## src/rtl/core/ssbi_pkg.sv

```systemverilog
// shared types, codes and lane functions for the simd shift-by-immediate unit
`default_nettype none

package ssbi_pkg;

  // stream widths, padded to whole bytes
  localparam int IN_W  = 272;
  localparam int OUT_W = 136;

  // operation codes
  localparam logic [3:0] OP_SSHR  = 4'd0;
  localparam logic [3:0] OP_USHR  = 4'd1;
  localparam logic [3:0] OP_SSRA  = 4'd2;
  localparam logic [3:0] OP_USRA  = 4'd3;
  localparam logic [3:0] OP_SRSHR = 4'd4;
  localparam logic [3:0] OP_URSHR = 4'd5;
  localparam logic [3:0] OP_SRSRA = 4'd6;
  localparam logic [3:0] OP_URSRA = 4'd7;
  localparam logic [3:0] OP_SHL   = 4'd8;
  localparam logic [3:0] OP_SLI   = 4'd9;
  localparam logic [3:0] OP_SRI   = 4'd10;
  localparam logic [3:0] OP_SHRN  = 4'd11;
  localparam logic [3:0] OP_RSHRN = 4'd12;
  localparam logic [3:0] OP_SSHLL = 4'd13;
  localparam logic [3:0] OP_USHLL = 4'd14;
  // the one unassigned operation code
  localparam logic [3:0] OP_UNDEF = 4'd15;

  // status codes
  localparam logic [1:0] ST_OK       = 2'd0;
  localparam logic [1:0] ST_DECODE   = 2'd1;
  localparam logic [1:0] ST_RESERVED = 2'd2;

  // lane size codes
  localparam logic [1:0] SZ_8  = 2'd0;
  localparam logic [1:0] SZ_16 = 2'd1;
  localparam logic [1:0] SZ_32 = 2'd2;
  localparam logic [1:0] SZ_64 = 2'd3;

  // operation family
  typedef enum logic [1:0] {
    CL_SHIFT,
    CL_NARROW,
    CL_WIDEN
  } op_class_t;

  // one instruction as held in the input register
  typedef struct packed {
    logic [63:0] dst_hi;
    logic [63:0] dst_lo;
    logic [63:0] src_hi;
    logic [63:0] src_lo;
    logic [2:0]  immb;
    logic [3:0]  immh;
    logic        q;
    logic [3:0]  mode;
  } op_item_t;

  // decoded control for the lane logic
  typedef struct packed {
    logic [1:0] status;
    op_class_t  cls;
    logic [1:0] sz;
    logic [6:0] rs;
    logic [5:0] ls;
  } dec_t;

  // one result item
  typedef struct packed {
    logic [1:0]  status;
    logic [63:0] res_hi;
    logic [63:0] res_lo;
  } res_item_t;

  function automatic logic [63:0] lane_mask(input logic [1:0] sz);
    logic [63:0] m;
    case (sz)
      SZ_8:    m = 64'h0000_0000_0000_00FF;
      SZ_16:   m = 64'h0000_0000_0000_FFFF;
      SZ_32:   m = 64'h0000_0000_FFFF_FFFF;
      default: m = '1;
    endcase
    return m;
  endfunction

  // sign extension from the lane width to 64 bits
  function automatic logic [63:0] sext(input logic [63:0] x, input logic [1:0] sz);
    logic [63:0] lm;
    logic        top;
    lm  = lane_mask(sz);
    top = |(x & (lm ^ (lm >> 1)));
    return (x & lm) | (top ? ~lm : 64'd0);
  endfunction

  // right shift of one lane, arithmetic when sgn, shift of 1 to 64
  function automatic logic [63:0] shr_lane(input logic [63:0] x, input logic [1:0] sz,
                                           input logic [6:0] s, input logic sgn);
    logic [63:0]        lm;
    logic [63:0]        v;
    logic               ext;
    logic signed [64:0] w;
    lm  = lane_mask(sz);
    ext = sgn & (|(x & (lm ^ (lm >> 1))));
    v   = (x & lm) | (ext ? ~lm : 64'd0);
    w   = $signed({ext, v}) >>> s;
    return w[63:0] & lm;
  endfunction

  function automatic logic [63:0] shl_lane(input logic [63:0] x, input logic [1:0] sz,
                                           input logic [5:0] s);
    return (x << s) & lane_mask(sz);
  endfunction

  // last bit shifted out, for rounding
  function automatic logic round_bit(input logic [63:0] x, input logic [6:0] s);
    logic [6:0] k;
    k = s - 7'd1;
    return x[k[5:0]];
  endfunction

  // same-size shift, accumulate and insert forms
  function automatic logic [63:0] lane_op(input logic [3:0] mode, input logic [63:0] x,
                                          input logic [63:0] d, input logic [1:0] sz,
                                          input logic [6:0] rs, input logic [5:0] ls);
    logic [63:0] r;
    logic [63:0] m;
    logic [63:0] lm;
    lm = lane_mask(sz);
    r  = 64'd0;
    if (mode <= OP_URSRA) begin
      r = shr_lane(x, sz, rs, ~mode[0]);
      if (mode >= OP_SRSHR) r = r + {63'd0, round_bit(x, rs)};
      if (mode[1]) r = r + d;
    end else if (mode == OP_SHL) begin
      r = shl_lane(x, sz, ls);
    end else if (mode == OP_SLI) begin
      m = shl_lane(lm, sz, ls);
      r = (d & ~m) | shl_lane(x, sz, ls);
    end else if (mode == OP_SRI) begin
      m = shr_lane(lm, sz, rs, 1'b0);
      r = (d & ~m) | shr_lane(x, sz, rs, 1'b0);
    end
    return r & lm;
  endfunction

  // narrowing right shift of a double-width lane, rounding carry kept before truncation
  function automatic logic [63:0] nar_lane(input logic [63:0] x, input logic [1:0] sz_w,
                                           input logic [6:0] rs, input logic rnd);
    logic [63:0] r;
    r = shr_lane(x, sz_w, rs, 1'b0);
    if (rnd) r = r + {63'd0, round_bit(x, rs)};
    return r;
  endfunction

  // widening left shift, sz_n is the narrow lane size
  function automatic logic [63:0] wid_lane(input logic [63:0] x, input logic [1:0] sz_n,
                                           input logic [5:0] ls, input logic sgn);
    logic [63:0] v;
    v = sgn ? sext(x, sz_n) : (x & lane_mask(sz_n));
    return shl_lane(v, sz_n + 2'd1, ls);
  endfunction

endpackage

`default_nettype wire

```

## src/rtl/core/ssbi_decode.sv

```systemverilog
// immediate decode: lane size, shift amounts, status and operation family
`default_nettype none

module ssbi_decode
  import ssbi_pkg::*;
(
  input  wire op_item_t item,
  output dec_t          dec
);

  logic [1:0] hsb;
  logic [6:0] imm;
  logic [7:0] esz;
  logic [7:0] rs_w;
  logic [6:0] ls_w;
  logic       reserved;

  // lane size from the highest set bit of immh
  always_comb begin
    if (item.immh[3])      hsb = SZ_64;
    else if (item.immh[2]) hsb = SZ_32;
    else if (item.immh[1]) hsb = SZ_16;
    else                   hsb = SZ_8;
  end

  // shift amounts
  assign imm  = {item.immh, item.immb};
  assign esz  = 8'd8 << hsb;
  assign rs_w = (esz << 1) - {1'b0, imm};
  assign ls_w = imm - esz[6:0];

  // reserved encodings
  assign reserved = (item.mode > OP_USHLL) ||
                    (item.immh[3] && ((item.mode >= OP_SHRN) || !item.q));

  always_comb begin
    dec.sz = hsb;
    dec.rs = rs_w[6:0];
    dec.ls = ls_w[5:0];
    if (item.immh == 4'd0)  dec.status = ST_DECODE;
    else if (reserved)      dec.status = ST_RESERVED;
    else                    dec.status = ST_OK;
    if (item.mode >= OP_SSHLL)     dec.cls = CL_WIDEN;
    else if (item.mode >= OP_SHRN) dec.cls = CL_NARROW;
    else                           dec.cls = CL_SHIFT;
  end

endmodule

`default_nettype wire

```

## config.mk

```make
export PLATFORM = sky130hd
export DESIGN_NAME = ssbi_decode
export DESIGN_NICKNAME = d
export VERILOG_FILES = /design/src/rtl/core/ssbi_pkg.sv /design/src/rtl/core/ssbi_decode.sv
export SDC_FILE = /design/constraint.sdc
export NUM_CORES = 1
export LEC_CHECK = 0
export BUFFER_PORTS_ARGS = -buffer_cell sky130_fd_sc_hd__buf_2
export CORE_AREA = 2 2 111 113
export DETAILED_ROUTE_END_ITERATION = 12
export DIE_AREA = 0 0 113 115
export SETUP_SLACK_MARGIN = 0.05
export SKIP_LAST_GASP = 1
export SYNTH_ARGS = -nofsm -noshare
export SYNTH_HDL_FRONTEND = slang
export SYNTH_SLANG_ARGS = --single-unit
export TNS_END_PERCENT = 10
```

## constraint.sdc

```tcl
create_clock -name vclk -period 5.34
set_input_delay 0.534 -clock vclk [all_inputs]
set_output_delay 0.534 -clock vclk [all_outputs]
set_load 0.1 [all_outputs]
```

# ---- After elaboration in Yosys (flattened, before gate mapping)
# Cells that the tools add are included.
dict set report classes {
  addsub 2
  shift 1
  n_mux 7
  magnitude_cmp 3
  n_reduce_logical 5
}
# cell count
set op_table {}
lappend op_table {{$mux W2} 5}
lappend op_table {{$ge A4 B4 Y1 const B} 2}
lappend op_table {{$sub A7 B7 Y7} 1}
lappend op_table {{$shl A4 B2 Y6 const A} 1}
lappend op_table {{$sub A6 B6 Y6} 1}
lappend op_table {{$gt A4 B4 Y1 const B} 1}
lappend op_table {{$logic_not A4 Y1} 1}
lappend op_table {{$logic_or A1 B1 Y1} 2}
lappend op_table {{$mux W1} 2}
lappend op_table {{$logic_and A1 B1 Y1} 1}
lappend op_table {{$logic_not A1 Y1} 1}
dict set report word_totals {
  ff_bits 0
  output_inout_bits 19
  in_bits 268
}

# ---- Depth between registers and ports, before layout
# Gate-level depths: netlist (run 1).
dict set report depth {
  depth_word 6
  depth_mapped 7
  mapped_depth_nobuf 7
}

# ---- Least setup slack after synthesis (run 1)
# OpenSTA, ideal clock, no wires.
dict set report synth_path {
  kind {input port to output port}
  startpoint {in item[7] in the netlist's numbering}
  endpoint {out dec[12] in the netlist's numbering}
  t_arrival_ps 4076
  setup_slack_ps 730
  path_stages 5
  path_buffers 0
  required_ps 4806
  path_cell_list {or2_2 -> or2_2 -> inv_1 -> ha_1 -> o311ai_1}
}
# item line_no
set synth_lines {}
lappend synth_lines {{start: declaration} ssbi_decode.sv:7} ;# input wire op_item_t item,
lappend synth_lines {{end: declaration} ssbi_decode.sv:8} ;# output dec_t dec

==> results_dict.tcl, run 1 <==
set metrics [dict create \
    run_status "finished with violations" \
    violations "design-rule violations" \
    finalSetupTns_ps 0 \
    port_buffers 31 \
    yosys.cell_types.count 25 \
    setup_violations 0 \
    post_synth.cell_area_avg_sq_um 6.66 \
    cts_setup_buffers 0 \
    num_vias 448 \
    drv_cap 0 \
    synth_top_family_by_area "simple AND/OR/NAND/NOR gates" \
    dp.cells 227 \
    final_area_sq_um 662 \
    yosys-mux-area-fraction 0.0319 \
    period_share 0.584 \
    gp_congestion 0.708 \
    core_sq_um 11800 \
    viasPerCell 1.97 \
    switching_share 0.836 \
    synthesis.instances 53 \
    drc 2 \
    p_per_area_nw_per_um2 200 \
    syn_nets 326 \
    ioPinCount 287 \
    drive_gt1_frac 0.450 \
    dieHeight_um 115 \
    seq_power_share 0 \
    finalCriticalPeriod_ps 3120 \
    synthAdderAreaFrac 0.177 \
    synth_xor_area_frac 0.0993 \
    routed_wl_um 1520 \
    design.seq.count 0 \
    overflow 0 \
    finalPower_uw 133 \
    area_delta_synth_final_pct 87.6 \
    clock_buffers 0 \
    max_slew_margin 0.654 \
    drv_slew 0 \
    p_leak_uw 0.000282 \
    dpl_cell_area_sq_um 662 \
    grt_pass1_vias 385 \
    pwr-share-clk 0 \
    yosysWarningCount 0 \
    firstDrtPassIters 8 \
    rsz0062_at_grt "false" \
    hold_depth 2 \
    synth-simple-area-share 0.319 \
    yosysSeqAreaShare 0 \
    crit_path_start_kind "primary input" \
    clock.fmax_mhz 321 \
    seq_area_sq_um 0 \
    dieArea_sq_um 13000 \
    crit_type "primary input to output port" \
    grt_first_pass_wirelength_um 2250 \
    syn_area_sq_um 353 \
    ant_nets 0 \
    ir_worst_vdd_v 0.0000497 \
    worst_slew_pin_slew_ps 522 \
    antenna_found_initial 1 \
    cp.required_ps 4810 \
    hold_viol 0 \
    cts_resized 0 \
    n_fill_cell 1403 \
    hpwl_um 1440 \
    diodes 0 \
    nets 355 \
    p_comb_frac 1.000 \
    p_sw_uw 111 \
    rows 40 \
    final_cells 227 \
    first_iter_violations 14 \
    crit_arrival_ps 2580 \
    initial_utilization 0.0299 \
    fp.dieW_um 113 \
    grt_max_degree 10 \
    synth-compound-area-share 0.213 \
    hold_path_class "primary input to output port" \
    track_usage 0.0225 \
    p_int_uw 21.7 \
    cp_max_fo 9 \
    end_kind "output port" \
    routedWlPerCell_um 6.70 \
    hold_buffers 0 \
]
-- final cells by class --
type / count / area, sq um / area share
Inverter: 7 / 26.3 / 0.0397
Multi-Input combinational cell: 42 / 297 / 0.448
Tap cell: 147 / 184 / 0.278
Timing Repair Buffer: 31 / 155 / 0.234
-- Yosys cell counts --
library cell  n  area share
o311ai_1      1       0.025
xnor2_1       4       0.099
inv_1         7       0.074
and4bb_2      1       0.035
and2_1        1       0.018
o21ai_0       2       0.028
a21boi_0      1       0.021
ha_1          5        0.18
nor3_1        1       0.014
o2111ai_1     1       0.025
a21oi_1       2       0.028
buf_4         4       0.085
o31a_1        1       0.025
o21a_1        1       0.021
nor2b_1       1       0.018
or3_2         1       0.021
or2_2         2       0.035
or4_1         1       0.021
nand2_1       4       0.043
mux2_2        1       0.032
a21o_1        1       0.021
nor2_1        7       0.074
nand3b_1      1       0.021
nor4_1        1       0.018
a31oi_1       1       0.018
-- critical path, stage by stage --
cell,delay [ps]
buf_2,150
or3_2,490
inv_1,70
ha_1,260
and4bb_2,250
mux2_2,260
o311ai_1,80
buf_2,480
-- cell families (layout without fill, tap and decap cells) --
family,Yosys count,after routing
adders and majority gates,5,5
muxes,1,1
and+or+nand+nor,21,21
xor gates and xnor gates,4,4
AOI/OAI and AO/OA,11,11
buffers and inverters,11,38
-- worst paths after layout --
kind | startpoint | endpoint | slack [ps]
max | item[8] | dec[12] | 2220
min | item[10] | dec[1] | 1500
-- routing by layer --
| metal | part of all wire | global-route usage | vias to the layer above |
|---|---|---|---|
| li1 | - | - | 240 |
| met1 | 0.46 | 0.0291 | 180 |
| met2 | 0.40 | 0.0375 | 24 |
| met3 | 0.13 | 0.00949 | 2 |
| met4 | 0.00066 | 0 | 2 |
| met5 | 0.0072 | 0 | - |
-- power by group through the flow --
stage,registers [uW],clock network (uW),logic [uW]
floorplan,0,0,111
global placement,0,0,134
detailed placement,0,0,135
CTS,0,0,135
global route,0,0,139
finish,0,0,133
-- cells in the final DEF (no fill, tap or decap), types with 2 or more instances in the layout --
| cell | Yosys | routed |
|---|---|---|
| a21oi_1 | 2 | 2 |
| o21ai_0 | 2 | 2 |
| inv_1 | 7 | 7 |
| nand2_1 | 4 | 4 |
| or2_2 | 2 | 2 |
| ha_1 | 5 | 5 |
| nor2_1 | 7 | 7 |
| xnor2_1 | 4 | 4 |
| buf_2 | 0 | 31 |
-- metrics by stage --
stage          utilization  setup slack (ps)  hold slack, ps
6_report            0.0560              2220            1500
5_1_grt             0.0560              2070            1510
4_1_cts             0.0560              2190            1490
3_5_place_dp        0.0560              2200            1490
3_3_place_gp        0.0560              2210            1490
2_1_floorplan            -               730            1280
No activity file was read; power rests on OpenSTA's default activity.
==> run 2: changes to the inputs <==
Clock period 5.34 ns to 2.8 ns, I/O delays scaled along.
==> run 2 against run 1 <==
Compared with the run above: the run still ends with design-rule violations left; core utilization increased by 0.44 points; design area rose by 7.9%; critical path depth unchanged; worst hold slack lost 520 ps; final cell count is the same; sequential share of layout area is the same; largest cell class unchanged.
==> results_dict.tcl, run 2 (synthesis gave the netlist of run 1 again) <==
set metrics [dict create \
    run_status "finished with violations" \
    violations "design-rule violations" \
    clock.fmax_mhz 411 \
    drv_slew 0 \
    mostFrequentLayoutCells "29 x buf_2, 7 x inv_1, 7 x nor2_1" \
    overflow 0 \
    end_kind "output port" \
    layout_commonest_cell "buf_2" \
    ant_nets 0 \
    cts_resized 0 \
    crit_arrival_ps 2150 \
    drive_gt1_frac 0.488 \
    max_slew_margin 0.633 \
    dieArea_sq_um 13000 \
    area_delta_synth_final_pct 102 \
    dpl_cell_area_sq_um 714 \
    dieHeight_um 115 \
    finalPower_uw 272 \
    finalCriticalPeriod_ps 2430 \
    cp.required_ps 2520 \
    initial_utilization 0.0299 \
    ioPinCount 287 \
    antenna_found_initial 1 \
    rows 40 \
    core_sq_um 11800 \
    period_share 0.869 \
    firstDrtPassIters 8 \
    fin_util 0.0605 \
    design.seq.count 0 \
    viasPerCell 1.94 \
    rsz0062_at_grt "false" \
    cp_max_fo 9 \
    hpwl_um 1430 \
    cts_setup_buffers 0 \
    fp.dieW_um 113 \
    clock_buffers 0 \
    crit_path_start_kind "primary input" \
    ir_worst_vdd_v 0.0000710 \
    hold_path_class "primary input to output port" \
    grt_max_degree 10 \
    worst_slew_pin_slew_ps 546 \
    p_leak_uw 0.000306 \
    routedWlPerCell_um 6.60 \
    hold_buffers 0 \
    drv_cap 0 \
    gp_congestion 0.699 \
    grt_pass1_vias 405 \
    routed_wl_um 1500 \
    num_vias 440 \
    diodes 0 \
    setup_violations 0 \
    port_buffers 31 \
    p_per_area_nw_per_um2 380 \
    finalSetupTns_ps 0 \
    hold_viol 0 \
    dp.cells 227 \
    final_area_sq_um 714 \
    final_cells 227 \
    first_iter_violations 30 \
    grt_first_pass_wirelength_um 2320 \
    track_usage 0.0231 \
    seq_area_sq_um 0 \
    drc 2 \
    crit_type "primary input to output port" \
    nets 355 \
]
run 2: cell counts in the layout (fill, tap and decap cells not counted):
No cell type changed its count.
run 2: report_power, final:
group	switching (uW)	internal [uW]
registers	0	0
logic	214	57.2
clock network	0	0
run 2: layer usage:
layer	track usage	up-vias	share of wire
met5	0	-	0.0087
met4	0	2	0.00067
met3	0.00949	2	0.13
met2	0.0347	25	0.35
met1	0.0329	174	0.51
li1	-	237	-
run 2: worst paths after layout:
| check | endpoint | cells after the start | start |
|---|---|---|---|
| hold / removal | dec[1] | 2 | item[10] |
| setup / recovery | dec[12] | 8 | item[8] |
run 2: area by class of cell:
type                            instances  area (sq um)
Timing Repair Buffer                   31           185
Tap cell                              147           184
Multi-Input combinational cell         42           319
Fill cell                            1423         11100
Inverter                                7          26.3
run 2: critical path: stages:
cell and delay [ps]:
buf_2 150, or3_2 490, inv_1 70, ha_1 280
and4bb_2 280, mux2_2 280, o311ai_2 100, buf_12 220
run 2: stage by stage:
stage	setup slack (ps)	hold WS, ps
after CTS	334	972
after detailed placement	338	972
after global placement	338	969
final	367	971
after global routing	220	981
after floorplan	-525	772
