## src/rtl/core/ssbi_pkg.sv

```systemverilog
// shared types, codes and lane functions for the simd shift-by-immediate unit
`default_nettype none

package ssbi_pkg;

  // stream widths, padded to whole bytes
  localparam int IN_W  = 272;
  localparam int OUT_W = 136;

  // operation codes
  localparam logic [3:0] OP_SSHR  = 4'd0;
  localparam logic [3:0] OP_USHR  = 4'd1;
  localparam logic [3:0] OP_SSRA  = 4'd2;
  localparam logic [3:0] OP_USRA  = 4'd3;
  localparam logic [3:0] OP_SRSHR = 4'd4;
  localparam logic [3:0] OP_URSHR = 4'd5;
  localparam logic [3:0] OP_SRSRA = 4'd6;
  localparam logic [3:0] OP_URSRA = 4'd7;
  localparam logic [3:0] OP_SHL   = 4'd8;
  localparam logic [3:0] OP_SLI   = 4'd9;
  localparam logic [3:0] OP_SRI   = 4'd10;
  localparam logic [3:0] OP_SHRN  = 4'd11;
  localparam logic [3:0] OP_RSHRN = 4'd12;
  localparam logic [3:0] OP_SSHLL = 4'd13;
  localparam logic [3:0] OP_USHLL = 4'd14;
  // the one unassigned operation code
  localparam logic [3:0] OP_UNDEF = 4'd15;

  // status codes
  localparam logic [1:0] ST_OK       = 2'd0;
  localparam logic [1:0] ST_DECODE   = 2'd1;
  localparam logic [1:0] ST_RESERVED = 2'd2;

  // lane size codes
  localparam logic [1:0] SZ_8  = 2'd0;
  localparam logic [1:0] SZ_16 = 2'd1;
  localparam logic [1:0] SZ_32 = 2'd2;
  localparam logic [1:0] SZ_64 = 2'd3;

  // operation family
  typedef enum logic [1:0] {
    CL_SHIFT,
    CL_NARROW,
    CL_WIDEN
  } op_class_t;

  // one instruction as held in the input register
  typedef struct packed {
    logic [63:0] dst_hi;
    logic [63:0] dst_lo;
    logic [63:0] src_hi;
    logic [63:0] src_lo;
    logic [2:0]  immb;
    logic [3:0]  immh;
    logic        q;
    logic [3:0]  mode;
  } op_item_t;

  // decoded control for the lane logic
  typedef struct packed {
    logic [1:0] status;
    op_class_t  cls;
    logic [1:0] sz;
    logic [6:0] rs;
    logic [5:0] ls;
  } dec_t;

  // one result item
  typedef struct packed {
    logic [1:0]  status;
    logic [63:0] res_hi;
    logic [63:0] res_lo;
  } res_item_t;

  function automatic logic [63:0] lane_mask(input logic [1:0] sz);
    logic [63:0] m;
    case (sz)
      SZ_8:    m = 64'h0000_0000_0000_00FF;
      SZ_16:   m = 64'h0000_0000_0000_FFFF;
      SZ_32:   m = 64'h0000_0000_FFFF_FFFF;
      default: m = '1;
    endcase
    return m;
  endfunction

  // sign extension from the lane width to 64 bits
  function automatic logic [63:0] sext(input logic [63:0] x, input logic [1:0] sz);
    logic [63:0] lm;
    logic        top;
    lm  = lane_mask(sz);
    top = |(x & (lm ^ (lm >> 1)));
    return (x & lm) | (top ? ~lm : 64'd0);
  endfunction

  // right shift of one lane, arithmetic when sgn, shift of 1 to 64
  function automatic logic [63:0] shr_lane(input logic [63:0] x, input logic [1:0] sz,
                                           input logic [6:0] s, input logic sgn);
    logic [63:0]        lm;
    logic [63:0]        v;
    logic               ext;
    logic signed [64:0] w;
    lm  = lane_mask(sz);
    ext = sgn & (|(x & (lm ^ (lm >> 1))));
    v   = (x & lm) | (ext ? ~lm : 64'd0);
    w   = $signed({ext, v}) >>> s;
    return w[63:0] & lm;
  endfunction

  function automatic logic [63:0] shl_lane(input logic [63:0] x, input logic [1:0] sz,
                                           input logic [5:0] s);
    return (x << s) & lane_mask(sz);
  endfunction

  // last bit shifted out, for rounding
  function automatic logic round_bit(input logic [63:0] x, input logic [6:0] s);
    logic [6:0] k;
    k = s - 7'd1;
    return x[k[5:0]];
  endfunction

  // same-size shift, accumulate and insert forms
  function automatic logic [63:0] lane_op(input logic [3:0] mode, input logic [63:0] x,
                                          input logic [63:0] d, input logic [1:0] sz,
                                          input logic [6:0] rs, input logic [5:0] ls);
    logic [63:0] r;
    logic [63:0] m;
    logic [63:0] lm;
    lm = lane_mask(sz);
    r  = 64'd0;
    if (mode <= OP_URSRA) begin
      r = shr_lane(x, sz, rs, ~mode[0]);
      if (mode >= OP_SRSHR) r = r + {63'd0, round_bit(x, rs)};
      if (mode[1]) r = r + d;
    end else if (mode == OP_SHL) begin
      r = shl_lane(x, sz, ls);
    end else if (mode == OP_SLI) begin
      m = shl_lane(lm, sz, ls);
      r = (d & ~m) | shl_lane(x, sz, ls);
    end else if (mode == OP_SRI) begin
      m = shr_lane(lm, sz, rs, 1'b0);
      r = (d & ~m) | shr_lane(x, sz, rs, 1'b0);
    end
    return r & lm;
  endfunction

  // narrowing right shift of a double-width lane, rounding carry kept before truncation
  function automatic logic [63:0] nar_lane(input logic [63:0] x, input logic [1:0] sz_w,
                                           input logic [6:0] rs, input logic rnd);
    logic [63:0] r;
    r = shr_lane(x, sz_w, rs, 1'b0);
    if (rnd) r = r + {63'd0, round_bit(x, rs)};
    return r;
  endfunction

  // widening left shift, sz_n is the narrow lane size
  function automatic logic [63:0] wid_lane(input logic [63:0] x, input logic [1:0] sz_n,
                                           input logic [5:0] ls, input logic sgn);
    logic [63:0] v;
    v = sgn ? sext(x, sz_n) : (x & lane_mask(sz_n));
    return shl_lane(v, sz_n + 2'd1, ls);
  endfunction

endpackage

`default_nettype wire

```

## src/rtl/core/ssbi_in_stage.sv

```systemverilog
// input register with stream handshake
`default_nettype none

module ssbi_in_stage
  import ssbi_pkg::*;
(
  input  wire logic            clk,
  input  wire logic            rst,
  input  wire logic            s_tvalid,
  output logic                 s_tready,
  input  wire logic [IN_W-1:0] s_tdata,
  input  wire logic            take,
  output logic                 valid,
  output op_item_t             item
);

  // ready whenever the register is empty or moves on this cycle
  assign s_tready = !valid || take;

  // valid flag
  always_ff @(posedge clk) begin
    if (rst) begin
      valid <= 1'b0;
    end else if (s_tready) begin
      valid <= s_tvalid;
    end
  end

  // payload capture
  always_ff @(posedge clk) begin
    if (s_tvalid && s_tready) begin
      item <= s_tdata[$bits(op_item_t)-1:0];
    end
  end

endmodule

`default_nettype wire

```

## config.mk

```make
export PLATFORM = sky130hd
export DESIGN_NAME = ssbi_in_stage
export DESIGN_NICKNAME = d
export VERILOG_FILES = /design/src/rtl/core/ssbi_pkg.sv /design/src/rtl/core/ssbi_in_stage.sv
export SDC_FILE = /design/constraint.sdc
export NUM_CORES = 1
export LEC_CHECK = 0
export BUFFER_PORTS_ARGS = -buffer_cell sky130_fd_sc_hd__buf_4
export CORE_AREA = 5 5 209 211
export CTS_BUF_LIST = sky130_fd_sc_hd__clkbuf_8
export CTS_CLUSTER_SIZE = 20
export DETAILED_ROUTE_END_ITERATION = 8
export DIE_AREA = 0 0 214 216
export PLACE_DENSITY = 0.51
export SYNTH_ARGS = -nofsm -noshare
export SYNTH_HDL_FRONTEND = slang
export SYNTH_SLANG_ARGS = --single-unit
export TNS_END_PERCENT = 10
```

## constraint.sdc

```tcl
create_clock -name clk -period 9.05 [get_ports clk]
set_clock_uncertainty 0.05 [all_clocks]
set_input_delay 1.3575 -clock clk [delete_from_list [all_inputs] [get_ports clk]]
set_output_delay 1.3575 -clock clk [all_outputs]
set_load 0.01 [all_outputs]
```

### After elaboration in Yosys (flattened, before gate mapping)

Cells that the tools add are included.

| storage, ports and cells | value |
|---|---|
| register bits after elaboration | 269 |
| output and inout bits | 270 |

| cells by class | value |
|---|---|
| reductions and logical operators | 3 |

Operators with widths:

| kind | count |
|---|---|
| logical AND 1 bit | 1 |
| logical NOT 1 bit | 1 |
| logical OR 1 bit | 1 |

### Logic depth before layout (Yosys ltp)

Gate-level depths: netlist (run 1).

| depth | value |
|---|---|
| word-level depth | 3 |
| depth in mapped cells | 2 |
| depth with buffers taken out | 2 |

### Least setup slack after synthesis (run 1)

No wires, ideal clock.

| path | value |
|---|---|
| path kind | in2reg |
| start | input take |
| end | register item[0] (netlist bit), enable pin |
| cell stages on the path | 2 |
| required time | 8554 ps |
| arrival time | 3379 ps |
| slack | 5176 ps |
| path through | nand2b_4 and2_4 |

| on the way | value |
|---|---|
| longest elaborated chain between the ends | 2 |

Ends and longest elaborated chain:

| element | RTL line | text |
|---|---|---|
| start, declared | ssbi_in_stage.sv:12 | `input wire logic take,` |
| logical OR 1 bit | ssbi_in_stage.sv:18 | `assign s_tready = !valid \|\| take;` |
| logical AND 1 bit | ssbi_in_stage.sv:31 | `if (s_tvalid && s_tready) begin` |
| end signal, assigned | ssbi_in_stage.sv:32 | `item <= s_tdata[$bits(op_item_t)-1:0];` |
| end, declared | ssbi_in_stage.sv:14 | `output op_item_t item` |

Every way passes these cells.
A chain may end at the register's enable or synchronous reset.

### Final worst setup path (run 1)

| path | value |
|---|---|
| start | input take |
| end | register item[54] (netlist bit), enable pin |

The elaborated chain is that of the path after synthesis.

==> results of run 1 <==
==> flip-flops by register name, summed over array words and instances, names as in the netlist <==
register  count
valid         1
item        268
==> power groups by stage <==
stage,combinational [mW],clock (mW),sequential [mW]
4_1_cts,0.280,1.08,1.48
3_5_place_dp,0.280,0,1.51
5_1_grt,0.292,1.13,1.49
2_1_floorplan,0.0226,0,1.55
3_3_place_gp,0.278,0,1.51
6_report,0.272,1.02,1.48
==> final cells by class <==
type | instances | area (sq um) | share of cell area, %
tap | 539 | 674.4 | 4.918
multi-input combinational | 3 | 31.28 | 0.2281
clock inverter | 28 | 137.6 | 1.004
clock buffer | 51 | 701.9 | 5.119
inverter | 1 | 3.754 | 0.02737
sequential | 269 | 8068 | 58.83
timing repair buffer | 545 | 4091 | 29.84
antenna | 2 | 5.005 | 0.03650
==> through the flow <==
stage	instances	setup slack, ns
floorplan	273	5.176
global placement	1357	5.043
detailed placement	1357	5.006
CTS	1436	5.660
global route	1437	5.517
finish	1438	5.671
==> cell usage in the layout (no fill, tap or decap) <==
master	Yosys	layout
a21oi_2	1	1
clkinv_1	0	7
diode_2	0	2
edfxtp_1	268	268
clkinv_2	0	5
inv_1	1	16
bufinv_16	0	1
dfxtp_1	1	1
clkbuf_8	0	51
buf_4	0	545
nand2b_4	1	1
and2_4	1	1
==> worst reg2reg max path: stages, from the launching register on <==
cell      delay (ns)
dfxtp_1         0.33
nand2b_4        0.09
and2_4          0.49
buf_4           0.56
buf_4           0.83
==> cells by family (layout without fill, tap and decap cells) <==
group | count (synthesis) | in the layout | synth area share (%)
flip-flops | 269 | 269 | 99.57
buffers and inverters | 1 | 625 | 0.04628
AO/OA/AOI/OAI | 1 | 1 | 0.1081
AND/OR/NAND/NOR | 2 | 2 | 0.2779
other | 0 | 2 | 0
==> layer usage <==
layer | wire (microns) | vias to the layer above | part of all wire (%) | track usage, %
li1 | - | 2312 | - | -
met1 | 8848 | 2414 | 34 | 10.89
met2 | 13550 | 317 | 52 | 18.83
met3 | 3005 | 62 | 11 | 5.563
met4 | 874 | 4 | 3.3 | 5.175
met5 | 14 | - | 0.053 | 0
==> final timing paths <==
path / slack [ns] / end / from
hold / removal: 0.45 / valid / valid
hold reg to reg: 0.45 / valid / valid
setup / recovery: 5.67 / item[54] / take
setup reg to reg: 6.25 / item[54] / valid
==> results.json, run 1 <==
{
  "outcome": "finished, final reports clean",
  "rsz0062_at_grt": "false",
  "pwr-share-clk_pct": 36.8,
  "tightest_slew_ns": 0.9652,
  "yosys.area.top_type_share_pct": 99.32,
  "final-max-slew-violation-count": 0,
  "chipWidth_microns": 214,
  "crit_arrival_ns": 3.51,
  "start_util_pct": 19.49,
  "drt_iter0_markers": 292,
  "post_cts_buffers": 0,
  "cp.required_ns": 9.18,
  "cts-root-buf": "clkbuf_8",
  "grt_pass1_wl_microns": 37710,
  "setup_viol": 0,
  "portBuffers": 541,
  "crit_type": "primary input to flop",
  "yosysUniqueCellTypes": 6,
  "cts_buffers": 46,
  "slowest_delay_ns": 0.82,
  "antenna_found_initial": 3,
  "synth_edf_count": 268,
  "hold_ws_ns": 0.4515,
  "leakage_nw": 5.730,
  "stdcell_area_sq_mm": 0.01371,
  "total_switching_power_mw": 0.6179,
  "cp.buffers_inverters": 3,
  "vias": 5109,
  "wl_microns": 26290,
  "critPathLaunchType": "primary input",
  "min_path_cells": 2,
  "grt_max_degree": 78,
  "crit_path_end_kind": "flop",
  "floorplan.rows": 75,
  "hp-class": "flop to flop",
  "timing.final.crit_share_pct": 37.34,
  "setup_tns_ns": 0,
  "ys_seq_elements": 269,
  "placed_cell_area_sq_mm": 0.01287,
  "grt_pass1_vias": 5791,
  "critical-path-slowest-cell": "buf_4",
  "synth_most_common_cell": "edfxtp_1",
  "num_io_pins": 546,
  "gr-total-overflow": 0,
  "vias_per_cell": 3.553,
  "syn_inst": 273,
  "clk-insertion-delay-late_ns": 0.57,
  "ir_worst_vdd_v": 0.0001444,
  "path_cells": "buf_4 > nand2b_4 > and2_4 > buf_4 > buf_4",
  "critical-path-top-delay-family": "buffers and inverters",
  "synth.area.top_cells": "edfxtp_1 (99%), dfxtp_1 (0.25%), nand2b_4 (0.17%)",
  "r2r_cells": 4,
  "cts_hold_buf": 0,
  "avgRoutedWirePerCell_microns": 18.28,
  "routabilityCongestion": 0.7533,
  "ys_seq_area_share_pct": 99.57,
  "cts.sink_count": 269,
  "cp_max_fo": 77,
  "layout-drive-gt1-share_pct": 67.45,
  "pwr-share-seq_pct": 53.4,
  "nFillCells": 4085,
  "hold_viol": 0,
  "cts_resized": 0,
  "dpl.hpwl_microns": 20370,
  "slew_headroom_pct": 35.65,
  "synth_area_sq_mm": 0.008103,
  "cts_buffer_depth": 3,
  "areaGrowthSynthToFinish_pct": 69.24,
  "total_power_mw": 2.773,
  "yosys_warnings": 0,
  "cp_common_cell": "buf_4",
  "synth-main-ff-cell": "edfxtp_1",
  "ys_async_sr_fraction_pct": 0,
  "drc": 0,
  "cts_tree": "yes",
  "clk_pin_slew_worst_paths_ns": 0.06,
  "power_density_mw_per_mm2": 202.2,
  "postSynthNetCount": 549,
  "cap_violations": 0,
  "layout.nets": 1142,
  "fmax_mhz": 295.9,
  "layout_min_cycle_time_ns": 3.379,
  "switching_share_pct": 22.28,
  "track_usage_pct": 10.88,
  "intPower_mw": 2.155,
  "first_pass_iters": 4,
  "dieArea_sq_mm": 0.04622,
  "core-area_sq_mm": 0.04157,
  "avgSynthCellArea_sq_um": 29.68,
  "cp.depth": 5,
  "comb_power_share_pct": 9.8,
  "antenna_left": 0,
  "die_h_microns": 216,
  "htreeDepth": 2,
  "yosysTopAreaCell": "edfxtp_1",
  "post-route-util_pct": 32.99
}
No activity file was read; power rests on OpenSTA's default activity.
==> run 2: changes to the inputs <==
- CORE_AREA: 5 5 209 211 -> 5 5 212 214
- DIE_AREA: 0 0 214 216 -> 0 0 217 219
- clock period: 9.05 -> 2.85 ns (I/O delays scaled with it)
==> run 2 against run 1 <==
Against the previous run:
- utilization increased by 5.8 points
- register-to-register slack got worse by 5.2 ns
- critical path type is now flop to flop
- die area increased by 2.8%
- final area increased by 21%
- via count increased by 22%
- setup slack got worse by 4.6 ns
- critical endpoint is now item[56]
- total power increased to 3.3 times the previous value
==> results.json, run 2 (synthesis results as in run 1) <==
{
  "grt_pass1_wl_microns": 42950,
  "portBuffers": 541,
  "grt_max_degree": 41,
  "hold_ws_ns": 0.5155,
  "start_util_pct": 18.98,
  "tightest_slew_ns": 0.6596,
  "cts_resized": 0,
  "setup_tns_ns": 0,
  "chipWidth_microns": 217,
  "cp.required_ns": 3.04,
  "timing.final.crit_share_pct": 62.70,
  "avgRoutedWirePerCell_microns": 17.42,
  "cap_violations": 0,
  "crit_type": "flop to flop",
  "htreeDepth": 2,
  "hold_viol": 0,
  "hp-class": "primary input to flop",
  "areaGrowthSynthToFinish_pct": 104.1,
  "dr_wl_met3_microns": 3105,
  "ir_worst_vdd_v": 0.0003683,
  "core-area_sq_mm": 0.04270,
  "rsz0062_at_grt": "false",
  "largest_reg_flops": 268,
  "mostFrequentLayoutCells": "buf_4 (558), dlygate4sd3_1 (270), edfxtp_1 (268), clkbuf_8 (49), inv_1 (14)",
  "first_pass_iters": 4,
  "final-max-slew-violation-count": 0,
  "antenna_left": 0,
  "layout_commonest_cell": "buf_4",
  "met2_length_microns": 15490,
  "floorplan.rows": 76,
  "power_density_mw_per_mm2": 545.7,
  "num_io_pins": 546,
  "wl_microns": 30150,
  "largest_register": "item",
  "layout.cells.non_filler": 1731,
  "dpl.hpwl_microns": 21200,
  "gr-total-overflow": 0,
  "vias": 6217,
  "cts_buffer_depth": 3,
  "multiInputGateArea_sq_um": 31.28,
  "crit_path_end_kind": "flop",
  "stdcell_area_sq_mm": 0.01654,
  "cts_hold_buf": 270,
  "seq_area_sq_mm": 0.008068,
  "clk_pin_slew_worst_paths_ns": 0.06,
  "layout.nets": 1429,
  "setup_ws_ns": 1.063,
  "track_usage_pct": 11.94,
  "post_cts_buffers": 0,
  "fmax_mhz": 559.6,
  "pre_cts_ws_ns": 0.8098,
  "top_regs": "item: 268 flops, valid: 1 flops",
  "outcome": "finished, final reports clean",
  "placed_cell_area_sq_mm": 0.01304,
  "cts_tree": "yes",
  "place_inst": 1380,
  "cts-root-buf": "clkbuf_8",
  "layout_min_cycle_time_ns": 1.787,
  "met1_length_microns": 10760,
  "setup_viol": 0,
  "drc": 0,
  "topRoutingLayerUsed": "met4",
  "critPathLaunchType": "flop",
  "slew_headroom_pct": 56.03,
  "nFillCells": 3881,
  "antenna_found_initial": 0,
  "grt_pass1_vias": 7099,
  "dieArea_sq_mm": 0.04752,
  "die_h_microns": 219,
  "leakage_nw": 6.925,
  "cp_max_fo": 36,
  "cts.sink_count": 269,
  "routabilityCongestion": 0.7696,
  "layout-drive-gt1-share_pct": 52.36,
  "cts_buffers": 47,
  "crit_arrival_ns": 1.98,
  "vias_per_cell": 3.592,
  "clk-insertion-delay-late_ns": 0.57,
  "drt_iter0_markers": 249
}
## run 2: cell count changes in the layout (fill, tap and decap cells not counted), sizes merged
cell | before | now
clkbuf | 51 | 49
dlygate4sd3 | 0 | 270
buf | 545 | 561
diode | 2 | 1
clkinv | 12 | 18
inv | 16 | 14
bufinv | 1 | 0
## run 2: power breakdown
part	leakage (nW)	switching, mW	internal, mW	total, mW
Sequential	2.60	0.0756	4.64	4.71
Clock	0.466	1.51	1.58	3.08
Combinational	3.86	0.473	0.758	1.23
Total	6.93	2.06	6.97	9.03
## run 2: final timing paths
kind	from	end	slack, ns	cells past startpoint
setup / recovery	valid	item[56]	1.06	3
hold reg to reg	valid	item[99]	0.99	2
hold / removal	s_tvalid	item[99]	0.52	2
setup reg to reg	valid	item[56]	1.06	3
## run 2: worst max-delay path, cell delays in order (launching register included)
cell      delay (ns)
dfxtp_1         0.34
nand2b_4        0.09
and2_4          0.57
buf_4           0.38
## run 2: through the flow
stage / total power [mW] / util (%)
2_1_floorplan: 4.985 / -
3_3_place_gp: 5.704 / 30.53
3_5_place_dp: 5.717 / 30.53
4_1_cts: 9.190 / 38.73
5_1_grt: 9.469 / 38.73
6_report: 9.026 / 38.74
## run 2: final cells by class
class                           instances  area share (%)
Clock buffer                           49           4.077
Timing Repair Buffer                  831           42.03
Antenna cell                            1         0.01513
Inverter                                1         0.02269
Clock inverter                         31          0.7565
Sequential cell                       269           48.78
Tap cell                              546           4.130
Multi-Input combinational cell          3          0.1891
## run 2: layer usage
layer / track usage, % / up-vias
li1: - / 2887
met5: 0 / -
met1: 12.29 / 2924
met4: 4.445 / 0
met2: 21.28 / 357
met3: 5.559 / 49
