File: config.mk
export PLATFORM = sky130hd
export DESIGN_NAME = ssbi_out_stage
export DESIGN_NICKNAME = d
export VERILOG_FILES = /design/src/rtl/core/ssbi_pkg.sv /design/src/rtl/core/ssbi_out_stage.sv
export SDC_FILE = /design/constraint.sdc
export NUM_CORES = 1
export LEC_CHECK = 0
export ABC_CLOCK_PERIOD_IN_PS = 2500
export BUFFER_PORTS_ARGS = -buffer_cell sky130_fd_sc_hd__buf_2
export CAP_MARGIN = 20
export CORE_AREA = 2 2 105 107
export CTS_CLUSTER_DIAMETER = 50
export DETAILED_ROUTE_END_ITERATION = 8
export DIE_AREA = 0 0 107 109
export PLACE_DENSITY = 0.74
export SETUP_SLACK_MARGIN = 0.05
export SLEW_MARGIN = 15
export SYNTH_ARGS = -nofsm -noshare
export SYNTH_HDL_FRONTEND = slang
export SYNTH_SLANG_ARGS = --single-unit
File: constraint.sdc
create_clock -name clk -period 2.5 [get_ports clk]
set_input_delay 0.375 -clock clk [delete_from_list [all_inputs] [get_ports clk]]
set_output_delay 0.375 -clock clk [all_outputs]
set_load 0.05 [all_outputs]
File: src/rtl/core/ssbi_pkg.sv
// shared types, codes and lane functions for the simd shift-by-immediate unit
`default_nettype none

package ssbi_pkg;

  // stream widths, padded to whole bytes
  localparam int IN_W  = 272;
  localparam int OUT_W = 136;

  // operation codes
  localparam logic [3:0] OP_SSHR  = 4'd0;
  localparam logic [3:0] OP_USHR  = 4'd1;
  localparam logic [3:0] OP_SSRA  = 4'd2;
  localparam logic [3:0] OP_USRA  = 4'd3;
  localparam logic [3:0] OP_SRSHR = 4'd4;
  localparam logic [3:0] OP_URSHR = 4'd5;
  localparam logic [3:0] OP_SRSRA = 4'd6;
  localparam logic [3:0] OP_URSRA = 4'd7;
  localparam logic [3:0] OP_SHL   = 4'd8;
  localparam logic [3:0] OP_SLI   = 4'd9;
  localparam logic [3:0] OP_SRI   = 4'd10;
  localparam logic [3:0] OP_SHRN  = 4'd11;
  localparam logic [3:0] OP_RSHRN = 4'd12;
  localparam logic [3:0] OP_SSHLL = 4'd13;
  localparam logic [3:0] OP_USHLL = 4'd14;
  // the one unassigned operation code
  localparam logic [3:0] OP_UNDEF = 4'd15;

  // status codes
  localparam logic [1:0] ST_OK       = 2'd0;
  localparam logic [1:0] ST_DECODE   = 2'd1;
  localparam logic [1:0] ST_RESERVED = 2'd2;

  // lane size codes
  localparam logic [1:0] SZ_8  = 2'd0;
  localparam logic [1:0] SZ_16 = 2'd1;
  localparam logic [1:0] SZ_32 = 2'd2;
  localparam logic [1:0] SZ_64 = 2'd3;

  // operation family
  typedef enum logic [1:0] {
    CL_SHIFT,
    CL_NARROW,
    CL_WIDEN
  } op_class_t;

  // one instruction as held in the input register
  typedef struct packed {
    logic [63:0] dst_hi;
    logic [63:0] dst_lo;
    logic [63:0] src_hi;
    logic [63:0] src_lo;
    logic [2:0]  immb;
    logic [3:0]  immh;
    logic        q;
    logic [3:0]  mode;
  } op_item_t;

  // decoded control for the lane logic
  typedef struct packed {
    logic [1:0] status;
    op_class_t  cls;
    logic [1:0] sz;
    logic [6:0] rs;
    logic [5:0] ls;
  } dec_t;

  // one result item
  typedef struct packed {
    logic [1:0]  status;
    logic [63:0] res_hi;
    logic [63:0] res_lo;
  } res_item_t;

  function automatic logic [63:0] lane_mask(input logic [1:0] sz);
    logic [63:0] m;
    case (sz)
      SZ_8:    m = 64'h0000_0000_0000_00FF;
      SZ_16:   m = 64'h0000_0000_0000_FFFF;
      SZ_32:   m = 64'h0000_0000_FFFF_FFFF;
      default: m = '1;
    endcase
    return m;
  endfunction

  // sign extension from the lane width to 64 bits
  function automatic logic [63:0] sext(input logic [63:0] x, input logic [1:0] sz);
    logic [63:0] lm;
    logic        top;
    lm  = lane_mask(sz);
    top = |(x & (lm ^ (lm >> 1)));
    return (x & lm) | (top ? ~lm : 64'd0);
  endfunction

  // right shift of one lane, arithmetic when sgn, shift of 1 to 64
  function automatic logic [63:0] shr_lane(input logic [63:0] x, input logic [1:0] sz,
                                           input logic [6:0] s, input logic sgn);
    logic [63:0]        lm;
    logic [63:0]        v;
    logic               ext;
    logic signed [64:0] w;
    lm  = lane_mask(sz);
    ext = sgn & (|(x & (lm ^ (lm >> 1))));
    v   = (x & lm) | (ext ? ~lm : 64'd0);
    w   = $signed({ext, v}) >>> s;
    return w[63:0] & lm;
  endfunction

  function automatic logic [63:0] shl_lane(input logic [63:0] x, input logic [1:0] sz,
                                           input logic [5:0] s);
    return (x << s) & lane_mask(sz);
  endfunction

  // last bit shifted out, for rounding
  function automatic logic round_bit(input logic [63:0] x, input logic [6:0] s);
    logic [6:0] k;
    k = s - 7'd1;
    return x[k[5:0]];
  endfunction

  // same-size shift, accumulate and insert forms
  function automatic logic [63:0] lane_op(input logic [3:0] mode, input logic [63:0] x,
                                          input logic [63:0] d, input logic [1:0] sz,
                                          input logic [6:0] rs, input logic [5:0] ls);
    logic [63:0] r;
    logic [63:0] m;
    logic [63:0] lm;
    lm = lane_mask(sz);
    r  = 64'd0;
    if (mode <= OP_URSRA) begin
      r = shr_lane(x, sz, rs, ~mode[0]);
      if (mode >= OP_SRSHR) r = r + {63'd0, round_bit(x, rs)};
      if (mode[1]) r = r + d;
    end else if (mode == OP_SHL) begin
      r = shl_lane(x, sz, ls);
    end else if (mode == OP_SLI) begin
      m = shl_lane(lm, sz, ls);
      r = (d & ~m) | shl_lane(x, sz, ls);
    end else if (mode == OP_SRI) begin
      m = shr_lane(lm, sz, rs, 1'b0);
      r = (d & ~m) | shr_lane(x, sz, rs, 1'b0);
    end
    return r & lm;
  endfunction

  // narrowing right shift of a double-width lane, rounding carry kept before truncation
  function automatic logic [63:0] nar_lane(input logic [63:0] x, input logic [1:0] sz_w,
                                           input logic [6:0] rs, input logic rnd);
    logic [63:0] r;
    r = shr_lane(x, sz_w, rs, 1'b0);
    if (rnd) r = r + {63'd0, round_bit(x, rs)};
    return r;
  endfunction

  // widening left shift, sz_n is the narrow lane size
  function automatic logic [63:0] wid_lane(input logic [63:0] x, input logic [1:0] sz_n,
                                           input logic [5:0] ls, input logic sgn);
    logic [63:0] v;
    v = sgn ? sext(x, sz_n) : (x & lane_mask(sz_n));
    return shl_lane(v, sz_n + 2'd1, ls);
  endfunction

endpackage

`default_nettype wire

File: src/rtl/core/ssbi_out_stage.sv
// result register with stream handshake
`default_nettype none

module ssbi_out_stage
  import ssbi_pkg::*;
(
  input  wire logic             clk,
  input  wire logic             rst,
  input  wire logic             in_valid,
  input  wire res_item_t        result,
  output logic                  take,
  output logic                  m_tvalid,
  input  wire logic             m_tready,
  output logic [OUT_W-1:0]      m_tdata
);

  res_item_t held;

  // the register moves on when empty or when its item is taken
  assign take = !m_tvalid || m_tready;

  // valid flag
  always_ff @(posedge clk) begin
    if (rst) begin
      m_tvalid <= 1'b0;
    end else if (take) begin
      m_tvalid <= in_valid;
    end
  end

  // result capture
  always_ff @(posedge clk) begin
    if (in_valid && take) begin
      held <= result;
    end
  end

  assign m_tdata = {(OUT_W - $bits(res_item_t))'(0), held};

endmodule

`default_nettype wire

======== Word-level counts from Yosys, hierarchy flattened ========
Index checks and enable logic that the tools add are counted.
storage, ports and cells
  register bits ........................... 131
cells by class
  reduce and logical (&&, ||, !) cells .... 3
operator list
  operator           number
  $logic_and 1x1->1  1
  $logic_not 1->1    1
  $logic_or 1x1->1   1

======== Logic depth before layout (Yosys ltp) ========
Gate-level depths: netlist of run 1.
  word-level depth ........................ 3
  depth in mapped cells ................... 2
  gate-level depth less buffers ........... 2

======== Worst setup path after synthesis of run 1 ========
No wires, ideal clock.
  path type ............................... register to register
  start point ............................. register m_tvalid
  end point ............................... register held (netlist bit m_tdata[0]), enable pin
  buffers on the path ..................... 0
  arrival ................................. 1.765 ns
  slack ................................... 0.336 ns
  clock period less this slack ............ 2.164 ns
  cell stages (with the launch flop) ...... 3
  library setup time ...................... 0.399 ns
  cells stage by stage .................... dfxtp_1 nand2b_4 and2_4
between the ends
  longest elaborated chain between the ends .. 3
ends and longest elaborated chain
  what                      line                  RTL
  start: declaration        ssbi_out_stage.sv:12  output logic m_tvalid,
  start signal: assignment  ssbi_out_stage.sv:27  m_tvalid <= in_valid;
  $logic_not 1->1           ssbi_out_stage.sv:20  assign take = !m_tvalid || m_tready;
  $logic_or 1x1->1          ssbi_out_stage.sv:20
  via take                  ssbi_out_stage.sv:11  output logic take,
  $logic_and 1x1->1         ssbi_out_stage.sv:33  if (in_valid && take) begin
  end signal: assignment    ssbi_out_stage.sv:34  held <= result;
  end: declaration          ssbi_out_stage.sv:17  res_item_t held;
The timed path passes the listed nets, and every way through them passes these cells.
A chain may end at the register's enable or synchronous reset.

======== Final worst setup path of run 1 ========
  start point ............................. register m_tvalid
  end point ............................... output port take
between the ends
  longest elaborated chain between the ends .. 2
ends and longest elaborated chain
  what              line
  $logic_not 1->1   ssbi_out_stage.sv:20
  $logic_or 1x1->1  ssbi_out_stage.sv:20
  end: declaration  ssbi_out_stage.sv:11
Every way passes these cells.

==> flow_summary.json, run 1 <==
{
  "row_count": 38,
  "synth-seq-area-share_pct": 97.9,
  "ys_top_cells_by_area": "edfxtp_1 (97%), buf_4 (1.1%), dfxtp_1 (0.50%)",
  "root_buffer": "clkbuf_8",
  "fin_skew_ps": 5.75,
  "cp_data_arrival_time_ps": 1170,
  "cts_buffer_depth": 2,
  "fp.dieW_um": 107,
  "setup_viol_count_final": 0,
  "syn_area_per_cell_um2": 28.2,
  "synth_top_area_share_pct": 97.4,
  "criticalPathCategory": "reg2out",
  "hold_viol": 0,
  "synth_seq_cells": 131,
  "drive_gt1_share_pct": 67.3,
  "switching_share_pct": 25.2,
  "routedWlPerCell_um": 14.9,
  "pwr-share-comb_pct": 13.0,
  "grt_pass1_wl_mm": 12.2,
  "path_buf_inv": 1,
  "peakVddDrop_mv": 0.491,
  "outcome": "finished clean",
  "p_sw_mw": 1.43,
  "intPower_mw": 4.24,
  "start_util_pct": 37.8,
  "worst_ep_required_time_ps": 2120,
  "route.detailed.drc": 0,
  "overflow": 0,
  "dp_hpwl_mm": 6.57,
  "synthDistinctLibCells": 8,
  "ios": 272,
  "netlist_instances": 142,
  "fmax_mhz": 648,
  "clockPowerShare_pct": 41.1,
  "path_cells": "nand2b_4, buf_2",
  "die_y_um": 109,
  "rsz0062_at_grt": "false",
  "cts_tree": "built",
  "cts_setup_buffers": 0,
  "hold_class": "in2reg",
  "vias": 2407,
  "synth_top_area_cell": "edfxtp_1",
  "drv_cap": 0,
  "regToRegSetupSlack_ps": 980,
  "grt_max_degree": 74,
  "period_minus_slack_ps": 1540,
  "totalPowerFinal_mw": 5.68,
  "drt-initial-drc-count": 59,
  "powerDensity_nw_per_um2": 933,
  "clk_latency_ps": 490,
  "crit_family": "flip-flops",
  "synth_area_um2": 4010,
  "seq_power_share_pct": 45.8,
  "path_clk_slew_ps": 60,
  "relSlewSlack_pct": 54.5,
  "cts_made_buffers": 17,
  "fp.coreArea_um2": 10600,
  "ant_nets": 0,
  "crit_path_start_kind": "flip-flop",
  "nets": 561,
  "io_buffers": 265,
  "max_stage_delay_ps": 330,
  "leakage_nw": 2.64,
  "antenna_found_initial": 2,
  "grt_pass1_vias": 2415,
  "postCtsHoldBufs": 0,
  "first_pass_iters": 4,
  "avgViaCountPerCell": 4.14,
  "cp_max_fo": 3,
  "maxSlewViolCount": 0,
  "die_area_um2": 11700,
  "crit_path_top_delay_cell": "dfxtp_1",
  "final.setup.tns_ps": 0,
  "h-tree-depth": 4,
  "routabilityCongestion": 0.687,
  "crit_path_end_kind": "primary output",
  "cts_sinks": 131,
  "drt_wl_total_mm": 8.65,
  "ctsResizeCount": 0,
  "period_share_pct": 61.7,
  "grtUsageTotal_pct": 14.8,
  "area_growth_pct": 51.8,
  "worstMarginPinSlew_ps": 682,
  "ys_warn_count": 0
}
-- layout make-up --
cell class              count  area, µm²
diodes                      2       5.00
inverters                   1       3.75
repair buffers            267       1350
clock inverters            10        134
multi-input cells           9       53.8
fillers                   840       4520
flip-flops and latches    131       3920
clock buffers              22        433
well taps                 140        175
-- cell usage after synthesis --
cell type and instances:
edfxtp_1 130, buf_4 6, a21oi_2 1, and2_4 1
conb_1 1, dfxtp_1 1, inv_1 1, nand2b_4 1
-- logic make-up after synthesis --
kind of cell / synth area share, %
AND/OR/NAND/NOR: 0.562
other: 0.0936
flip-flops: 97.9
AO/OA/AOI/OAI: 0.219
buffers and inverters: 1.22
-- power groups by stage --
stage                     combinational [mW]  clock [mW]  sequential, mW
after floorplan                       0.0715           0            3.09
after global placement                 0.739           0            2.64
after detailed placement               0.746           0            2.65
after CTS                              0.747        2.40            2.60
after global routing                   0.773        2.50            2.61
final                                  0.739        2.34            2.60
-- metrics by stage --
stage | cell area [µm²] | hold WS [ps] | setup WS, ps | std cells | utilization [%]
finish | 6080 | 35.2 | 957 | 582 | 57.4
global route | 6080 | 0.258 | 875 | 580 | 57.3
CTS | 6080 | 5.15 | 917 | 580 | 57.3
detailed placement | 5510 | 499 | 804 | 548 | 52.0
global placement | 5510 | 483 | 828 | 548 | 52.0
floorplan | 4030 | 437 | 336 | 147 | -
-- routing by layer --
metal	GRT usage, %	wire length, µm
met1	14.2	2950
met5	0	0
met2	25.2	4400
met4	8.35	182
met3	8.07	1120
-- sequential cells by signal (all words and copies together) (netlist names) --
register and flops:
m_tdata 130, m_tvalid 1
-- path summary, 6_finish.rpt --
kind	from	endpoint	cells past startpoint
worst max-delay path	m_tvalid$_SDFFE_PP0P_	take	2
worst min-delay path	rst	m_tvalid$_SDFFE_PP0P_	2
worst max register to register	m_tvalid$_SDFFE_PP0P_	m_tdata[33]$_DFFE_PP_	3
worst min register to register	m_tvalid$_SDFFE_PP0P_	m_tvalid$_SDFFE_PP0P_	2
-- cell usage in the layout, fill, tap and decap left out --
cell and n:
nand2b_4 1, a21oi_2 1, buf_2 265, bufinv_16 3, inv_1 1, clkbuf_8 1, clkinv_2 3, and2_4 1
clkinvlp_4 1, clkinv_4 2, clkinv_1 1, dfxtp_1 1, edfxtp_1 130, diode_2 2, clkbuf_1 5, buf_12 1
buf_4 1, clkbuf_16 16, conb_1 6
No activity file was read; power rests on OpenSTA's default activity.
==> inputs of run 2 (changes only) <==
ABC_AREA = 1   (was not set)
ABC_CLOCK_PERIOD_IN_PS = 1400   (was 2500)
CORE_AREA = not set   (was 2 2 105 107)
CORE_MARGIN = 1.5   (was not set)
CORE_UTILIZATION = 37   (was not set)
DIE_AREA = not set   (was 0 0 107 109)
PLACE_DENSITY = 0.75   (was 0.74)
clock period = 1.4 ns   (was 2.5 ns; I/O delays follow)
==> run 2 against run 1 <==
Area after synthesis fell by 0.19%; synthesized cell count rose by 0.70%; the run now fails in clock tree synthesis (4_1_cts).
==> flow_summary.json, run 2 <==
{
  "outcome": "aborted with a tool error",
  "lastStage": "clock tree synthesis (4_1_cts)",
  "first-error": "[ERROR RSZ-0060] Max buffer count reached.",
  "netlist_instances": 143,
  "cts_sinks": 131,
  "synth_common_cells": "edfxtp_1 (130), buf_4 (6)",
  "cts_made_buffers": 17,
  "root_buffer": "clkbuf_8",
  "synth_area_um2": 4000,
  "synth-seq-area-share_pct": 98.1,
  "synthDistinctLibCells": 9,
  "die_y_um": 107,
  "ios": 272,
  "ctsResizeCount": 25,
  "syn_area_per_cell_um2": 28.0,
  "io_buffers": 265,
  "synth_edf_count": 130,
  "postCtsHoldBufs": 117,
  "post-synth-top-count-cell": "edfxtp_1",
  "synthFlopType": "edfxtp_1",
  "synth_top_area_cell": "edfxtp_1",
  "cts_buffer_depth": 2,
  "routabilityCongestion": 0.768,
  "dp_hpwl_mm": 6.67,
  "ys_warn_count": 0,
  "fp.dieW_um": 107,
  "ys_top_cells_by_area": "edfxtp_1 (98%), buf_4 (1.1%), dfxtp_1 (0.50%)",
  "async_reset_ff_share_pct": 0,
  "synth_seq_cells": 131,
  "place_area_um2": 5600,
  "synth_top_area_share_pct": 97.6,
  "start_util_pct": 38.4,
  "cts_setup_buffers": 0,
  "h-tree-depth": 4,
  "row_count": 37
}
==> run 2: metrics by stage <==
step	utilization, %	worst slack, ps	setup TNS [ps]	cells
global placement	53.7	182	0	551
floorplan	-	-1650	-213960	148
detailed placement	53.7	169	0	551
==> run 2: cells by family after synthesis <==
group	after synthesis	synth area share (%)
AOI/OAI and AO/OA	2	0.344
and+or+nand+nor	1	0.156
other	1	0.0937
DFF	131	98.1
buffers and inverters	8	1.31
==> inputs of run 3 (changes only) <==
ABC_CLOCK_PERIOD_IN_PS = 1800   (was 1400)
CORE_UTILIZATION = 30   (was 37)
CTS_CLUSTER_DIAMETER = not set   (was 50)
PLACE_DENSITY = not set   (was 0.75)
PLACE_DENSITY_LB_ADDON = 0.15   (was not set)
SETUP_SLACK_MARGIN = not set   (was 0.05)
clock period = 1.8 ns   (was 1.4 ns; I/O delays follow)
==> run 3 against run 2 <==
The flow now finishes without violations; synthesized cell count unchanged; area after synthesis unchanged.
==> flow_summary.json, run 3 <==
{
  "max_stage_delay_ps": 360,
  "place_area_um2": 5580,
  "syn_area_per_cell_um2": 28.0,
  "cp_max_fo": 3,
  "synth_area_um2": 4000,
  "crit_cells": 2,
  "worst_hold_path.num_cells": 1,
  "period_minus_slack_ps": 1360,
  "cts_setup_buffers": 0,
  "drt_wl_total_mm": 9.36,
  "grt_pass1_vias": 2476,
  "drt-initial-drc-count": 162,
  "final_util_pct": 47.4,
  "die_y_um": 118,
  "peakVddDrop_mv": 0.693,
  "area_growth_pct": 55.6,
  "synth-seq-area-share_pct": 98.1,
  "synth_top_area_cell": "edfxtp_1",
  "drv_cap": 0,
  "fin_hold_ws_ps": 32.5,
  "grt_max_degree": 81,
  "period_share_pct": 75.7,
  "largest_reg_flops": 130,
  "cts_made_buffers": 17,
  "rsz0062_at_grt": "false",
  "netlist_instances": 143,
  "ys_top_cells_by_area": "edfxtp_1 (98%), buf_4 (1.1%), dfxtp_1 (0.50%)",
  "root_buffer": "clkbuf_16",
  "cp_data_arrival_time_ps": 1090,
  "fmax_mhz": 734,
  "finalInstanceArea_um2": 6220,
  "nets": 563,
  "antenna_found_initial": 0,
  "clk_latency_ps": 410,
  "powerDensity_nw_per_um2": 1340,
  "async_reset_ff_share_pct": 0,
  "crit_family": "flip-flops",
  "ios": 272,
  "mostFrequentLayoutCell": "buf_2",
  "totalPowerFinal_mw": 8.33,
  "first_pass_iters": 4,
  "rr_worst_depth": 2,
  "diodes": 0,
  "grtUsageTotal_pct": 13.4,
  "path_buf_inv": 1,
  "cts_tree": "built",
  "hold_viol": 0,
  "cts_buffer_depth": 2,
  "fp.coreArea_um2": 13100,
  "routabilityCongestion": 0.701,
  "criticalPathCategory": "reg2out",
  "hold_class": "in2reg",
  "synth_edf_count": 130,
  "ant_nets": 0,
  "fp.dieW_um": 118,
  "synth_common_cells": "edfxtp_1 (130), buf_4 (6)",
  "fin_skew_ps": 5.07,
  "leakage_nw": 2.66,
  "route.detailed.drc": 0,
  "path_cells": "nand2_2, buf_2",
  "outcome": "finished clean",
  "setup_viol_count_final": 0,
  "h-tree-depth": 4,
  "path_clk_slew_ps": 60,
  "crit_path_end_kind": "primary output",
  "maxSlewViolCount": 0,
  "synthDistinctLibCells": 9,
  "post-synth-top-count-cell": "edfxtp_1",
  "routedWlPerCell_um": 15.2,
  "crit_path_top_delay_cell": "dfxtp_4",
  "die_area_um2": 14000,
  "overflow": 0,
  "grt_pass1_wl_mm": 13.6,
  "cts_sinks": 131,
  "worst_ep_required_time_ps": 1530,
  "drive_gt1_share_pct": 68.1,
  "row_count": 42,
  "vias": 2475,
  "final_cell_mix": "buf_2 (265), edfxtp_1 (130), clkbuf_16 (17)",
  "ys_warn_count": 0,
  "start_util_pct": 30.4,
  "io_buffers": 265,
  "synthFlopType": "edfxtp_1",
  "avgViaCountPerCell": 4.00,
  "synth_seq_cells": 131,
  "dp_hpwl_mm": 6.92,
  "crit_path_start_kind": "flip-flop",
  "synth_top_area_share_pct": 97.6
}
[run 3: final cells by class]
cell class	instances	area, µm²
timing repair buffer	268	1380
clock inverter	15	214
clock buffer	17	425
multi-input combinational	9	53.8
tap	176	220
sequential	131	3930
fill	1180	6910
inverter	2	7.51
[run 3: cells by family (layout without fill, tap and decap cells)]
| family | count (synthesis) | in the layout | synth area share [%] |
|---|---|---|---|
| buffers and inverters | 8 | 302 | 1.31 |
| other | 1 | 6 | 0.0937 |
| AOI/OAI and AO/OA | 2 | 2 | 0.344 |
| DFF | 131 | 131 | 98.1 |
| and+or+nand+nor | 1 | 1 | 0.156 |
[run 3: per-stage QoR]
stage | TNS (ps) | cells | setup slack [ps]
3_3_place_gp | 0 | 585 | 418
6_report | 0 | 618 | 437
5_1_grt | 0 | 618 | 397
4_1_cts | 0 | 618 | 407
3_5_place_dp | 0 | 585 | 390
2_1_floorplan | -161960 | 148 | -1250
[run 3: repair_timing]
item / 4_1_cts / 5_1_grt
hold buffers: 1 / 0
hold endpoints to repair: 1 / 0
resized for setup: 0 / 0
[run 3: path summary, 6_finish.rpt]
kind / to / from / slack [ps]
max: take / m_tvalid$_SDFFE_PP0P_ / 440
min: m_tdata[128]$_DFFE_PP_ / result[128] / 30
max reg2reg: m_tdata[80]$_DFFE_PP_ / m_tvalid$_SDFFE_PP0P_ / 460
min reg2reg: m_tvalid$_SDFFE_PP0P_ / m_tvalid$_SDFFE_PP0P_ / 500
[run 3: metal layers]
metal / share of wire (%) / vias to the layer above / track usage [%]
li1: - / 1133 / -
met4: 2.2 / 0 / 7.68
met2: 47 / 192 / 20.2
met5: 0 / - / 0
met3: 13 / 16 / 7.05
met1: 38 / 1134 / 15.3
[run 3: power by group]
part | internal, mW | switching [mW] | leakage (nW) | total, mW
registers | 3.57 | 0.0421 | 1.27 | 3.61
clock network | 2.44 | 1.24 | 0.298 | 3.68
logic | 0.226 | 0.811 | 1.10 | 1.04
total | 6.24 | 2.09 | 2.66 | 8.33
[run 3: worst reg2reg max path, stage by stage (launching register included)]
cell and delay (ps):
dfxtp_4 360, a21oi_4 190, buf_12 350
==> inputs of run 4 (changes only) <==
ABC_AREA = 0   (was 1)
ABC_CLOCK_PERIOD_IN_PS = 1100   (was 1800)
clock period = 1.1 ns   (was 1.8 ns; I/O delays follow)
==> run 4 against run 3 <==
The flow now stops in clock tree synthesis (4_1_cts); area after synthesis increased by 0.19%; synthesized cell count shrank 0.70%.
==> flow_summary.json, run 4 <==
{
  "synthFlopType": "edfxtp_1",
  "ios": 272,
  "dp_slack_ps": -121,
  "synth_common_cells": "edfxtp_1 (130), buf_4 (6)",
  "start_util_pct": 30.5,
  "cts_setup_buffers": 7,
  "synth_edf_count": 130,
  "postCtsHoldBufs": 127,
  "row_count": 42,
  "die_y_um": 119,
  "netlist_instances": 142,
  "fp.dieW_um": 119,
  "synth-seq-area-share_pct": 97.9,
  "dp_hpwl_mm": 7.14,
  "synth_seq_cells": 131,
  "ctsResizeCount": 273,
  "routabilityCongestion": 0.718,
  "ys_warn_count": 0,
  "synth_area_um2": 4010,
  "io_buffers": 265,
  "synth_top_area_share_pct": 97.4,
  "async_reset_ff_share_pct": 0,
  "lastStage": "clock tree synthesis (4_1_cts)",
  "cts_buffer_depth": 2,
  "synth_top_area_cell": "edfxtp_1",
  "h-tree-depth": 4,
  "outcome": "aborted with a tool error",
  "syn_area_per_cell_um2": 28.2,
  "cts_sinks": 131,
  "root_buffer": "clkbuf_16",
  "ys_top_cells_by_area": "edfxtp_1 (97%), buf_4 (1.1%), dfxtp_1 (0.50%)",
  "placedCellCount": 589,
  "synthDistinctLibCells": 8,
  "first-error": "[ERROR RSZ-0060] Max buffer count reached.",
  "cts_made_buffers": 17,
  "post-synth-top-count-cell": "edfxtp_1"
}
run 4: changes by cell type after synthesis:
cell,change
nand2_2,-1
nand2b_4,+1
a21oi_1,-1
and2_4,+1
inv_2,-1
run 4: cells by family after synthesis:
kind of cell,count (synthesis),synth area share (%)
AOI/OAI and AO/OA,1,0.219
buffers and inverters,7,1.22
DFF,131,97.9
other,1,0.0936
and+or+nand+nor,2,0.562
run 4: metrics by stage:
stage	instance area (µm²)	utilization, %
after detailed placement	5620	42.8
after floorplan	4030	-
after global placement	5620	42.8
